==> config.mk <==
export PLATFORM = sky130hd
export DESIGN_NAME = slip_crc16_message_framer
export DESIGN_NICKNAME = d
export VERILOG_FILES = /design/src/scmf_pkg.sv /design/src/slip_crc16_message_framer.sv /design/src/scmf_front.sv /design/src/scmf_queue.sv /design/src/scmf_back.sv
export SDC_FILE = /design/constraint.sdc
export NUM_CORES = 1
export LEC_CHECK = 0
export BUFFER_PORTS_ARGS = -buffer_cell sky130_fd_sc_hd__buf_2
export CORE_MARGIN = 1.5
export CORE_UTILIZATION = 54
export DETAILED_ROUTE_END_ITERATION = 6
export PLACE_DENSITY_LB_ADDON = 0.1
export SYNTH_ARGS = -nofsm -noshare
export SYNTH_HDL_FRONTEND = slang
export SYNTH_SLANG_ARGS = --single-unit
==> constraint.sdc <==
create_clock -name clk -period 3.1 [get_ports clk]
set_input_delay 0.155 -clock clk [delete_from_list [all_inputs] [get_ports clk]]
set_output_delay 0.155 -clock clk [all_outputs]
set_load 0.01 [all_outputs]
==> src/scmf_pkg.sv <==
// Package for the SLIP CRC-16 message framer: item types, codes and the CRC step.
`default_nettype none
package scmf_pkg;

  // Item kinds
  localparam logic [1:0] KIND_BEGIN   = 2'd0;
  localparam logic [1:0] KIND_PAYLOAD = 2'd1;
  localparam logic [1:0] KIND_END     = 2'd2;

  // SLIP special bytes
  localparam logic [7:0] BYTE_DELIM   = 8'hC0;
  localparam logic [7:0] BYTE_ESC     = 8'hDB;
  localparam logic [7:0] BYTE_ESC_END = 8'hDC;
  localparam logic [7:0] BYTE_ESC_ESC = 8'hDD;

  // Reflected CRC-16
  localparam logic [15:0] CRC_POLY = 16'h8408;
  localparam logic [15:0] CRC_INIT = 16'hFFFF;

  // Own address after reset
  localparam logic [7:0] SRC_RESET = 8'h11;

  typedef struct packed {
    logic [1:0] kind;
    logic [7:0] dest_address;
    logic [7:0] control_field;
    logic [7:0] payload_byte;
  } in_item_t;

  typedef struct packed {
    logic [7:0] line_byte;
    logic [7:0] link_dest;
    logic       run_last;
    logic       frame_end;
  } out_item_t;

  // One raw byte queued for the back end; frame_end bytes bypass escaping
  typedef struct packed {
    logic [7:0] raw_byte;
    logic [7:0] link_dest;
    logic       run_last;
    logic       frame_end;
  } entry_t;

  // CRC over one byte, LSB first
  function automatic logic [15:0] crc16_byte(input logic [15:0] crc_in,
                                              input logic [7:0] data);
    logic [15:0] c;
    logic        fb;
    c = crc_in;
    for (int i = 0; i < 8; i++) begin
      fb = data[i] ^ c[0];
      c  = (c >> 1) ^ (fb ? CRC_POLY : 16'h0000);
    end
    return c;
  endfunction

endpackage
`default_nettype wire

==> src/slip_crc16_message_framer.sv <==
// Top level of the SLIP CRC-16 message framer.
//
//   channel | direction | handshake           | payload
//   in_     | input     | in_valid / in_stall   | in_item_t (kind, addresses, bytes)
//   out_    | output    | out_valid / out_stall | out_item_t (line byte, flags)
//   cfg_    | input     | cfg_we                | cfg_wdata (source address)
//
// Front, while the queue has room: begin queues source, control (one CRC byte per cycle,
// dest first); end queues CRC lo, hi, delimiter (one queued byte per cycle). Back: 1 line
// byte per cycle unless stalled, escaped bytes as ESC then code. Payload rate is set by the
// output register: 1 item per cycle unless stalled. Bytes pass item_r, queue, output reg.
// Reset is synchronous; it empties the queue and output and restores CRC 0xFFFF,
// destination 0 and source address 0x11. Output stalls back up through the queue.
`default_nettype none
module slip_crc16_message_framer
  import scmf_pkg::*;
#(
  parameter int QUEUE_DEPTH = 4
) (
  input  wire logic       clk,
  input  wire logic       rst_n,
  input  wire logic       in_valid,
  output logic            in_stall,
  input  wire in_item_t   in_item,
  output logic            out_valid,
  input  wire logic       out_stall,
  output out_item_t       out_item,
  input  wire logic       cfg_we,
  input  wire logic [7:0] cfg_wdata
);

  entry_t push_entry;
  entry_t head;
  logic   q_push;
  logic   q_pop;
  logic   q_full;
  logic   q_not_empty;

  scmf_front u_front (
    .clk       (clk),
    .rst_n     (rst_n),
    .in_valid  (in_valid),
    .in_stall  (in_stall),
    .in_item   (in_item),
    .cfg_we    (cfg_we),
    .cfg_wdata (cfg_wdata),
    .q_full    (q_full),
    .q_push    (q_push),
    .q_entry   (push_entry)
  );

  scmf_queue #(
    .DEPTH (QUEUE_DEPTH)
  ) u_queue (
    .clk        (clk),
    .rst_n      (rst_n),
    .push       (q_push),
    .push_entry (push_entry),
    .pop        (q_pop),
    .full       (q_full),
    .not_empty  (q_not_empty),
    .head       (head)
  );

  scmf_back u_back (
    .clk         (clk),
    .rst_n       (rst_n),
    .q_not_empty (q_not_empty),
    .q_head      (head),
    .q_pop       (q_pop),
    .out_valid   (out_valid),
    .out_stall   (out_stall),
    .out_item    (out_item)
  );

endmodule
`default_nettype wire

==> src/scmf_front.sv <==
// Front end: accepts items, runs the CRC and queues raw frame bytes.
`default_nettype none
module scmf_front
  import scmf_pkg::*;
(
  input  wire logic     clk,
  input  wire logic     rst_n,
  input  wire logic     in_valid,
  output logic          in_stall,
  input  wire in_item_t in_item,
  input  wire logic     cfg_we,
  input  wire logic [7:0] cfg_wdata,
  input  wire logic     q_full,
  output logic          q_push,
  output entry_t        q_entry
);

  in_item_t    item_r;
  logic        item_v_r;
  logic [1:0]  step_r;
  logic [15:0] crc_r;
  logic [15:0] crc_nxt;
  logic [7:0]  held_dest_r;
  logic [7:0]  src_addr_r;
  logic        want_push;
  logic        last_step;
  logic        advance;
  logic        in_accept;

  // Per-step work for the item held
  always_comb begin
    want_push         = 1'b0;
    last_step         = 1'b0;
    crc_nxt           = crc_r;
    q_entry.raw_byte  = 8'h00;
    q_entry.link_dest = held_dest_r;
    q_entry.run_last  = 1'b0;
    q_entry.frame_end = 1'b0;
    case (item_r.kind)
      KIND_BEGIN: begin
        case (step_r)
          2'd0: begin
            want_push        = 1'b1;
            q_entry.raw_byte = src_addr_r;
            crc_nxt          = crc16_byte(CRC_INIT, item_r.dest_address);
          end
          2'd1: begin
            want_push        = 1'b1;
            q_entry.raw_byte = item_r.control_field;
            q_entry.run_last = 1'b1;
            crc_nxt          = crc16_byte(crc_r, src_addr_r);
          end
          default: begin
            crc_nxt   = crc16_byte(crc_r, item_r.control_field);
            last_step = 1'b1;
          end
        endcase
      end
      KIND_PAYLOAD: begin
        want_push        = 1'b1;
        q_entry.raw_byte = item_r.payload_byte;
        q_entry.run_last = 1'b1;
        crc_nxt          = crc16_byte(crc_r, item_r.payload_byte);
        last_step        = 1'b1;
      end
      KIND_END: begin
        want_push = 1'b1;
        case (step_r)
          2'd0: q_entry.raw_byte = crc_r[7:0];
          2'd1: q_entry.raw_byte = crc_r[15:8];
          default: begin
            q_entry.raw_byte  = BYTE_DELIM;
            q_entry.run_last  = 1'b1;
            q_entry.frame_end = 1'b1;
            last_step         = 1'b1;
          end
        endcase
      end
      default: last_step = 1'b1;  // unknown kind: dropped
    endcase
  end

  assign advance   = item_v_r && (!want_push || !q_full);
  assign q_push    = item_v_r && want_push && !q_full;
  assign in_stall  = item_v_r && !(advance && last_step);
  assign in_accept = in_valid && !in_stall;

  // Item sequencing
  always_ff @(posedge clk) begin
    if (!rst_n) begin
      item_v_r <= 1'b0;
      step_r   <= 2'd0;
    end else if (in_accept) begin
      item_v_r <= 1'b1;
      step_r   <= 2'd0;
    end else if (advance && last_step) begin
      item_v_r <= 1'b0;
    end else if (advance) begin
      step_r <= step_r + 2'd1;
    end
  end

  always_ff @(posedge clk) begin
    if (in_accept) begin
      item_r <= in_item;
    end
  end

  // Frame state and the source address register
  always_ff @(posedge clk) begin
    if (!rst_n) begin
      crc_r       <= CRC_INIT;
      held_dest_r <= 8'h00;
      src_addr_r  <= SRC_RESET;
    end else begin
      if (advance) begin
        crc_r <= crc_nxt;
      end
      if (in_accept && in_item.kind == KIND_BEGIN) begin
        held_dest_r <= in_item.dest_address;
      end
      if (cfg_we) begin
        src_addr_r <= cfg_wdata;
      end
    end
  end

endmodule
`default_nettype wire

==> src/scmf_queue.sv <==
// Short queue of raw frame bytes between front and back ends.
`default_nettype none
module scmf_queue
  import scmf_pkg::*;
#(
  parameter int DEPTH = 4
) (
  input  wire logic   clk,
  input  wire logic   rst_n,
  input  wire logic   push,
  input  wire entry_t push_entry,
  input  wire logic   pop,
  output logic        full,
  output logic        not_empty,
  output entry_t      head
);

  localparam int PW = $clog2(DEPTH);
  localparam int CW = $clog2(DEPTH + 1);

  entry_t        slots_r [DEPTH];
  logic [PW-1:0] wr_ptr_r;
  logic [PW-1:0] rd_ptr_r;
  logic [CW-1:0] count_r;

  assign full      = (count_r == CW'(DEPTH));
  assign not_empty = (count_r != '0);
  assign head      = slots_r[rd_ptr_r];

  // Pointers and fill level
  always_ff @(posedge clk) begin
    if (!rst_n) begin
      wr_ptr_r <= '0;
      rd_ptr_r <= '0;
      count_r  <= '0;
    end else begin
      if (push) begin
        wr_ptr_r <= (wr_ptr_r == PW'(DEPTH - 1)) ? '0 : wr_ptr_r + PW'(1);
      end
      if (pop) begin
        rd_ptr_r <= (rd_ptr_r == PW'(DEPTH - 1)) ? '0 : rd_ptr_r + PW'(1);
      end
      if (push && !pop) begin
        count_r <= count_r + CW'(1);
      end else if (pop && !push) begin
        count_r <= count_r - CW'(1);
      end
    end
  end

  always_ff @(posedge clk) begin
    if (push) begin
      slots_r[wr_ptr_r] <= push_entry;
    end
  end

endmodule
`default_nettype wire

==> src/scmf_back.sv <==
// Back end: SLIP-escapes queued bytes into the registered output channel.
`default_nettype none
module scmf_back
  import scmf_pkg::*;
(
  input  wire logic   clk,
  input  wire logic   rst_n,
  input  wire logic   q_not_empty,
  input  wire entry_t q_head,
  output logic        q_pop,
  output logic        out_valid,
  input  wire logic   out_stall,
  output out_item_t   out_item
);

  logic      out_valid_r;
  out_item_t out_r;
  out_item_t out_nxt;
  logic      second_r;
  logic      needs_esc;
  logic      can_load;
  logic      load;

  assign needs_esc = !q_head.frame_end &&
                     (q_head.raw_byte inside {BYTE_DELIM, BYTE_ESC});
  assign can_load  = !out_valid_r || !out_stall;
  assign load      = can_load && q_not_empty;
  assign q_pop     = load && (second_r || !needs_esc);

  // Pick the next line byte
  always_comb begin
    out_nxt.link_dest = q_head.link_dest;
    out_nxt.frame_end = 1'b0;
    if (second_r) begin
      out_nxt.line_byte = (q_head.raw_byte == BYTE_DELIM) ? BYTE_ESC_END : BYTE_ESC_ESC;
      out_nxt.run_last  = q_head.run_last;
    end else if (needs_esc) begin
      out_nxt.line_byte = BYTE_ESC;
      out_nxt.run_last  = 1'b0;
    end else begin
      out_nxt.line_byte = q_head.raw_byte;
      out_nxt.run_last  = q_head.run_last;
      out_nxt.frame_end = q_head.frame_end;
    end
  end

  always_ff @(posedge clk) begin
    if (!rst_n) begin
      out_valid_r <= 1'b0;
      second_r    <= 1'b0;
    end else if (can_load) begin
      out_valid_r <= q_not_empty;
      if (q_not_empty) begin
        second_r <= !second_r && needs_esc;
      end
    end
  end

  always_ff @(posedge clk) begin
    if (load) begin
      out_r <= out_nxt;
    end
  end

  assign out_valid = out_valid_r;
  assign out_item  = out_r;

endmodule
`default_nettype wire

==> results of run 1 <==
critical path, stage by stage, from the launching register on:
cell	delay [ns]
dfxtp_4	0.38
mux4_2	0.51
or3_4	0.40
o21a_1	0.21
nor3_4	0.20
a21boi_2	0.09
inv_1	0.11
ha_4	0.14
inv_2	0.03
fa_2	0.32
xor2_1	0.16
or3_1	0.32
a21oi_1	0.14
power by group:
part | switching [mW] | internal (mW)
clock | 0.909 | 1.38
sequential | 0.161 | 2.66
combinational | 0.829 | 0.768
sequential cells by signal, summed over array words and instances, names as in the netlist, named ones only:
register and flops:
u_queue.slots_r 72, u_front.item_r 26, u_back.out_item 18, u_front.crc_r 16, u_front.held_dest_r 8, u_front.src_addr_r 8, u_queue.count_r 3, u_front.step_r 2
u_queue.rd_ptr_r 2, u_queue.wr_ptr_r 2, u_back.out_valid 1, u_back.second_r 1, u_front.item_v_r 1
kinds of logic (layout without fill, tap and decap cells):
kind of cell	count (synthesis)	after routing	synth area share, %
flip-flops	162	162	59.1
AND/OR/NAND/NOR	121	121	7.75
AO/OA/AOI/OAI	118	118	11.2
XOR/XNOR	76	76	9.04
buffers and inverters	54	170	2.87
multiplexers	33	33	7.71
adder cells (fa/ha/maj)	13	13	2.29
worst paths after layout:
path	depth (start not counted)	endpoint	slack, ns
setup / recovery	12	u_queue.count_r[2]	0.02
hold / removal	3	u_back.out_valid	0.009
setup reg to reg	12	u_queue.count_r[2]	0.02
hold reg to reg	2	u_front.step_r[1]	0.45
metrics by stage:
step	utilization [%]	cell area, um2
floorplan	-	7450
global placement	60.1	8020
detailed placement	60.1	8020
CTS	67.6	9020
global route	67.7	9040
finish	67.7	9040
area by class of cell:
type,count,area [um2],share of cell area [%]
Timing Repair Buffer,120,856,9.47
Inverter,18,67.6,0.747
Multi-Input combinational cell,361,2850,31.5
Tap cell,176,220,2.44
Sequential cell,162,4410,48.8
Clock inverter,15,216,2.39
Clock buffer,17,425,4.71
repair_timing:
item | CTS | global route
gates resized for setup | 2 | 1
hold buffers | 35 | 0
pin swaps | 2 | 5
endpoints found under the hold margin | 42 | 0
buffers inserted | 1 | 1
endpoints found under the setup margin | 1 | 1
layout by cell type (no fill, tap or decap), types with 2 or more instances in the layout:
cell type,n
inv_8,3
nor2_1,28
dfxtp_1,45
a221oi_1,3
a21oi_1,28
buf_4,26
nor3_1,3
dlygate4sd3_1,35
a221o_1,6
a222oi_1,9
a22o_1,8
o211ai_1,4
mux2i_1,15
o21a_1,2
nand2_1,41
xor2_1,25
a22oi_1,6
inv_1,16
or2_2,5
edfxtp_1,116
and2_1,12
o221ai_1,5
nand2b_1,2
a211o_1,3
clkinv_2,2
mux4_1,4
ha_1,11
or3_1,5
o21ai_0,21
inv_6,6
nand3_1,16
o22ai_1,3
mux4_2,14
clkbuf_16,17
buf_2,58
a211oi_1,6
xnor2_1,50
bufinv_16,4
metal layers:
metal / share of wire [%] / up-vias
met4: 2.5 / 0
met5: 0 / -
li1: - / 2357
met1: 43 / 2501
met2: 51 / 146
met3: 4.4 / 39
==> results.json, run 1 <==
{
  "ys.warnings.count": 0,
  "ys_ff_latch": 162,
  "start_util_pct": 55.8,
  "synth_top_cell_area_share_pct": 46.8,
  "die_x_um": 120,
  "skew_ns": 0.0119,
  "dp_cells": 800,
  "layout.nets": 732,
  "min-delay-start": "out_stall",
  "layout_setup_ws_ns": 0.0219,
  "worst_skew_pair.late_latency_ns": 0.43,
  "synthArstFlopShare_pct": 0,
  "wl_per_cell_um": 19.2,
  "grt_first_pass_wirelength_um": 26000,
  "yosys-top-cells-area": "edfxtp_1, dfxtp_1, xnor2_1",
  "maxSlewHeadroom_pct": 63.6,
  "syn_to_final_growth_pct": 21.4,
  "busiest_layer": "met2",
  "io_pins": 59,
  "post-synth-top-count-cell": "edfxtp_1",
  "num_vias": 5043,
  "via_per_inst": 5.80,
  "setup_viol": 0,
  "yosys_most_used_dff": "edfxtp_1",
  "htreeDepth": 4,
  "synthTopCellsByCount": "edfxtp_1, xnor2_1, dfxtp_1, nand2_1",
  "stdcell_count": 869,
  "finalHoldViolCount": 0,
  "synth_area_um2": 7450,
  "tightest_slew_ns": 0.545,
  "arrival_ns": 3.44,
  "drc": 0,
  "fin_setup_tns_ns": 0,
  "max_freq_ghz": 0.325,
  "dp_hpwl_um": 10900,
  "design.die.area_um2": 14500,
  "cts.sinks": 162,
  "antenna_found_initial": 0,
  "gr-usage-met3_pct": 5.24,
  "start_kind": "flip-flop",
  "yosysTopAreaCell": "edfxtp_1",
  "die_h_um": 120,
  "synth_edf_count": 116,
  "grt_pass1_vias": 4927,
  "core_um2": 13300,
  "cts_tree": "built",
  "wl_um": 16700,
  "required_ns": 3.46,
  "rsz0062_at_grt": "true",
  "leakagePower_nw": 3.39,
  "synthesis.area_per_instance_um2": 12.9,
  "whs_ns": 0.00941,
  "grt_max_degree": 37,
  "drive_gt1_share_pct": 21.4,
  "place_congestion": 0.903,
  "drtIter0Drc": 459,
  "period_needed_ns": 3.08,
  "dp_worst_setup_slack_ns": -0.0624,
  "synth_seq_area_share_pct": 59.1,
  "syn-num-nets": 629,
  "status": "completed",
  "met2_usage_pct": 40.2,
  "final-max-slew-violation-count": 0,
  "fillers": 969,
  "hold_class": "in -> reg",
  "ant_nets": 0,
  "ys_types": 58,
  "postSynthCellCount": 577,
  "grt_use_met1_pct": 29.8,
  "critPathKind": "reg -> reg",
  "crit_path_max_fanout": 4,
  "cts_buffers": 17,
  "n_antenna_cell": 0,
  "finalCritPeriodShare_pct": 99.3,
  "path_clk_slew_ns": 0.07,
  "dr.pass1.iters": 5,
  "portBuffers": 58,
  "clockBufferDepth": 2,
  "clockRootBuffer": "clkbuf_16",
  "ir_worst_vdd_mv": 0.319,
  "power_mw": 6.71,
  "std_cell_rows": 42,
  "grt_usage_pct": 23.8,
  "end_kind": "flip-flop",
  "p_per_area_nw_per_um2": 742,
  "drv_cap": 0,
  "grt.overflow.total": 0
}
No activity file was read; power rests on OpenSTA's default activity.
==> run 2: changes to the inputs <==
CORE_UTILIZATION = 62   (was 54)
clock period = 3.7 ns   (was 3.1 ns; I/O delays follow)
==> results.json, run 2 (synthesis results as in run 1) <==
{
  "status": "completed",
  "clockRootBuffer": "clkbuf_16",
  "reg2reg_slack_ns": 0.33,
  "syn_to_final_growth_pct": 18.0,
  "portBuffers": 58,
  "required_ns": 4.06,
  "path_clk_slew_ns": 0.06,
  "period_needed_ns": 3.37,
  "fillers": 725,
  "crit_path_max_fanout": 7,
  "place_congestion": 0.897,
  "p_comb_share_pct": 23.6,
  "critPathKind": "reg -> reg",
  "power_mw": 5.28,
  "grt_usage_pct": 27.1,
  "drc": 0,
  "grt_max_degree": 40,
  "hold_class": "in -> reg",
  "path_buf_inv": 2,
  "io_pins": 59,
  "cts_setup_buffers": 0,
  "drv_cap": 0,
  "n_antenna_cell": 0,
  "clockBufferDepth": 2,
  "worst_skew_pair.late_latency_ns": 0.43,
  "reg2reg_to": "u_queue.count_r[2]",
  "cts.sinks": 162,
  "design.die.area_um2": 12700,
  "final-max-slew-violation-count": 0,
  "power.internal_mw": 3.75,
  "drtIter0Drc": 498,
  "antenna_found_initial": 0,
  "grt.overflow.total": 0,
  "die_x_um": 113,
  "final_common_cell": "edfxtp_1",
  "tightest_slew_ns": 0.939,
  "drive_gt1_share_pct": 18.9,
  "cts_buffers": 17,
  "rsz0062_at_grt": "false",
  "cts_tree": "built",
  "finalHoldViolCount": 0,
  "hold_depth": 3,
  "maxSlewHeadroom_pct": 37.4,
  "reg2reg_depth": 12,
  "layout.nets": 718,
  "start_kind": "flip-flop",
  "wl_per_cell_um": 19.6,
  "switching_power_mw": 1.53,
  "grt_first_pass_wirelength_um": 25900,
  "mostFrequentLayoutCells": "edfxtp_1, buf_2, xnor2_1",
  "holdPathEnd": "u_front.src_addr_r[2]",
  "via_per_inst": 6.25,
  "end_kind": "flip-flop",
  "largest_register": "u_queue.slots_r",
  "std_cell_rows": 39,
  "fin_setup_tns_ns": 0,
  "htreeDepth": 4,
  "critPathTopFamily": "simple AND/OR/NAND/NOR gates",
  "die_h_um": 113,
  "final_core_util_pct": 76.0,
  "min-delay-start": "cfg_wdata[2]",
  "leakagePower_nw": 3.26,
  "ant_nets": 0,
  "swShare_pct": 29.0,
  "setup_viol": 0,
  "grt_pass1_vias": 5104,
  "finalCritPeriodShare_pct": 91.1,
  "ir_worst_vdd_mv": 0.308,
  "p_per_area_nw_per_um2": 601,
  "crit_chain": "mux4_1 > or3_1 > o21a_1 > nor3_4 > a21boi_2 > inv_1 > ha_1 > inv_1 > fa_1 > xor2_1 > or3_1 > a21oi_1",
  "pwr-share-clk_pct": 31.5,
  "seq_power_share_pct": 44.9,
  "start_util_pct": 64.4,
  "wl_um": 16100,
  "core_um2": 11600,
  "max_freq_ghz": 0.297,
  "largest_reg_flops": 72,
  "cpPeakStageDelay_ns": 0.62,
  "skew_ns": 0.0118,
  "dr.pass1.iters": 7,
  "num_vias": 5134,
  "dp_hpwl_um": 10600,
  "arrival_ns": 3.73,
  "slowest_stage": "mux4_1"
}
[run 2: worst max path at each step]
stage	startpoint	end	slack, ns	depth (start not counted)
floorplan	flip-flop	u_queue.count_r[2]	0.49	13
global placement	flip-flop	u_queue.count_r[2]	0.33	12
detailed placement	flip-flop	u_queue.count_r[2]	0.19	12
CTS	flip-flop	u_queue.count_r[2]	0.19	12
global route	flip-flop	u_queue.count_r[2]	0.11	12
finish	flip-flop	u_queue.count_r[2]	0.33	12
[run 2: layout make-up]
type / instances / area (um2) / area share, %
clock inverter: 13 / 128 / 1.45
sequential: 162 / 4410 / 50.1
clock buffer: 19 / 433 / 4.93
timing repair buffer: 106 / 746 / 8.48
inverter: 18 / 67.6 / 0.769
multi-input combinational: 361 / 2830 / 32.2
tap: 143 / 179 / 2.04
[run 2: stage by stage]
step                      hold WS (ns)  instance area [um2]  std cells  setup slack [ns]
after floorplan                  0.284                 7450        577             0.492
after global placement           0.362                 7900        757             0.325
after detailed placement         0.363                 7900        757             0.191
after CTS                     0.000562                 8790        822             0.191
after global routing            0.0244                 8790        822             0.109
final                           0.0103                 8790        822             0.330
[run 2: worst register-to-register path, cell delays in order (launching register included)]
cell	delay [ns]
dfxtp_2	0.44
mux4_1	0.62
or3_1	0.35
o21a_1	0.21
nor3_4	0.14
a21boi_2	0.11
inv_1	0.08
ha_1	0.18
inv_1	0.08
fa_1	0.45
xor2_1	0.19
or3_1	0.31
a21oi_1	0.15
[run 2: power groups by stage]
stage / registers, mW / clock network [mW] / logic, mW
detailed placement: 2.41 / 0 / 1.22
CTS: 2.37 / 1.68 / 1.25
floorplan: 2.41 / 0 / 0.851
finish: 2.37 / 1.66 / 1.25
global route: 2.40 / 1.75 / 1.36
global placement: 2.40 / 0 / 1.18
[run 2: per-layer routing]
| layer | wire length [um] | vias to the layer above | GRT usage, % |
|---|---|---|---|
| met5 | 0 | - | 0 |
| met4 | 530 | 0 | 11.8 |
| met3 | 1040 | 56 | 5.99 |
| met2 | 8010 | 215 | 45.4 |
| met1 | 6540 | 2533 | 34.1 |
| li1 | - | 2330 | - |
[run 2: what timing repair did]
action / 4_1_cts / 5_1_grt
resized for setup: 0 / 1
hold buffers: 33 / 0
endpoints found under the hold margin: 33 / 0
setup endpoints to repair: 0 / 1
==> run 3: changes to the inputs <==
ABC_AREA = 1   (was unset)
CORE_UTILIZATION = 55   (was 62)
SKIP_LAST_GASP = 1   (was unset)
==> results.json, run 3 <==
{
  "yosys-top-cells-area": "edfxtp_1, dfxtp_1, nand2_1",
  "ys_types": 46,
  "antenna_found_initial": 0,
  "cts_buffers": 17,
  "leakagePower_nw": 3.88,
  "fillers": 1120,
  "synth_top_family_by_area": "simple AND/OR/NAND/NOR gates",
  "p_per_area_nw_per_um2": 640,
  "grt_pass1_vias": 5962,
  "hold_class": "in -> reg",
  "syn_to_final_growth_pct": 17.1,
  "cpPeakStageDelay_ns": 0.45,
  "synthesis.area_per_instance_um2": 9.29,
  "finalCritPeriodShare_pct": 79.9,
  "yosysTopAreaCell": "edfxtp_1",
  "synth_mux_area_share_pct": 0,
  "syn-num-nets": 904,
  "layout.nets": 989,
  "swShare_pct": 33.6,
  "maxSlewHeadroom_pct": 51.8,
  "end_kind": "flip-flop",
  "pwr-share-clk_pct": 31.3,
  "io_pins": 59,
  "grt_first_pass_wirelength_um": 30300,
  "arrival_ns": 3.33,
  "skew_ns": 0.00784,
  "std_cell_rows": 43,
  "worst_skew_pair.late_latency_ns": 0.43,
  "dr.pass1.iters": 7,
  "n_antenna_cell": 0,
  "setup_viol": 0,
  "htreeDepth": 4,
  "final-max-slew-violation-count": 0,
  "critPathKind": "reg -> reg",
  "num_vias": 6226,
  "clockRootBuffer": "clkbuf_16",
  "synth_area_um2": 7910,
  "wl_um": 19400,
  "synth_seq_area_share_pct": 55.7,
  "cp_common_cell": "nand2_1",
  "clockBufferDepth": 2,
  "required_ns": 4.07,
  "finalHoldViolCount": 0,
  "wl_per_cell_um": 17.2,
  "cts_setup_buffers": 0,
  "dp_hpwl_um": 13000,
  "synth_xor_area_share_pct": 6.17,
  "slowest_stage": "fa_1",
  "power_mw": 5.93,
  "path_buf_inv": 2,
  "final_common_cell": "nand2_1",
  "synthArstFlopShare_pct": 0,
  "ir_worst_vdd_mv": 0.349,
  "ys.warnings.count": 0,
  "synth_simple_gate_area_share_pct": 18.6,
  "p_comb_share_pct": 28.2,
  "drive_gt1_share_pct": 13.7,
  "cts.sinks": 162,
  "fin_setup_tns_ns": 0,
  "hold_depth": 3,
  "seq_power_share_pct": 40.6,
  "mostFrequentLayoutCells": "nand2_1, edfxtp_1, nor2_1",
  "max_freq_ghz": 0.338,
  "yosys_most_used_dff": "edfxtp_1",
  "status": "completed",
  "grt_max_degree": 38,
  "synth_edf_count": 116,
  "cts_tree": "built",
  "synthAdderAreaFrac_pct": 2.15,
  "start_kind": "flip-flop",
  "ys_ff_latch": 162,
  "cp.depth": 19,
  "tightest_slew_ns": 0.719,
  "reg2reg_slack_ns": 0.74,
  "reg2reg_depth": 19,
  "place_congestion": 0.926,
  "largest_reg_flops": 72,
  "drc": 0,
  "synth_compound_area_share_pct": 11.0,
  "switching_power_mw": 1.99,
  "power.internal_mw": 3.94,
  "portBuffers": 58,
  "period_needed_ns": 2.96,
  "path_clk_slew_ns": 0.07,
  "grt.overflow.total": 0,
  "rsz0062_at_grt": "false",
  "grt_usage_pct": 26.9,
  "design.die.area_um2": 15100,
  "core_um2": 14000,
  "synth_top_cell_area_share_pct": 44.0,
  "start_util_pct": 56.6,
  "drv_cap": 0,
  "ant_nets": 0,
  "die_h_um": 123,
  "drtIter0Drc": 671,
  "via_per_inst": 5.51,
  "largest_register": "u_queue.slots_r",
  "die_x_um": 123,
  "postSynthCellCount": 852,
  "crit_path_max_fanout": 37,
  "crit_chain": "inv_2 > nand2_1 > nand2_1 > nand2_1 > nand2_1 > nand2_1 > nor2_1 > nand2_1 > nand2_2 > nand3_4 > nand2_1 > ha_1 > inv_1 > fa_1 > nor2_1 > nor2_1 > nand2_1 > o21ai_0 > a21oi_1",
  "post-synth-top-count-cell": "nand2_1",
  "synthTopCellsByCount": "nand2_1, edfxtp_1, nor2_1, inv_1, o21ai_0",
  "critPathTopFamily": "simple AND/OR/NAND/NOR gates"
}
## run 3: repair_timing
| item | CTS | global route |
|---|---|---|
| hold buffers | 30 | 0 |
| hold endpoints to repair | 30 | 0 |
| gates resized for setup | 0 | 0 |
## run 3: power by group through the flow
stage                     clock network, mW  logic, mW  registers [mW]
after detailed placement                  0       1.64            2.44
after CTS                              1.87       1.67            2.41
after global placement                    0       1.59            2.43
final                                  1.85       1.67            2.40
after global routing                   1.95       1.88            2.44
after floorplan                           0       1.16            2.48
## run 3: layout make-up
type                    instances  area [um2]  share of cell area (%)
flip-flops and latches        162        4400                    47.5
multi-input cells             572        3010                    32.5
repair buffers                104         711                    7.67
clock buffers                  17         425                    4.59
inverters                      80         300                    3.24
well taps                     180         225                    2.43
clock inverters                15         191                    2.07
## run 3: through the flow
stage	hold WS, ns	cell area, um2	util, %	cells	worst slack, ns
6_report	0.0114	9270	66.2	1130	0.743
3_3_place_gp	0.362	8350	59.7	1068	0.944
5_1_grt	0.0204	9270	66.2	1130	0.501
4_1_cts	0.0146	9270	66.2	1130	0.773
2_1_floorplan	0.284	7910	-	852	0.778
3_5_place_dp	0.363	8350	59.7	1068	0.787
## run 3: worst paths after layout
kind                      endpoint              start
max             u_queue.count_r[2]          flip-flop
min          u_front.src_addr_r[6]       cfg_wdata[6]
max reg2reg     u_queue.count_r[2]          flip-flop
min reg2reg      u_front.step_r[1]  u_front.step_r[1]
## run 3: worst reg2reg max path, delay by kind of cell, from the launching register on
kind	cells	cell delay, ns
flip-flops	1	0.32
AND/OR/NAND/NOR	13	1.24
buffers and inverters	2	0.52
adder cells (fa/ha/maj)	2	0.60
AO/OA/AOI/OAI	2	0.22
## run 3: routing by layer
| layer | share of wire [%] | up-vias | global-route usage [%] | wire length (um) |
|---|---|---|---|---|
| met5 | 0 | - | 0 | 0 |
| met4 | 2.3 | 0 | 10.5 | 452 |
| met3 | 6.5 | 35 | 4.80 | 1270 |
| met2 | 49 | 236 | 45.7 | 9570 |
| met1 | 42 | 2942 | 34.2 | 8110 |
| li1 | - | 3013 | - | - |
## run 3: cells by family after synthesis
logic type               Yosys count
AND/OR/NAND/NOR                  355
AO/OA/AOI/OAI                    150
adder cells (fa/ha/maj)           13
XOR/XNOR                          54
buffers and inverters            118
flip-flops                       162
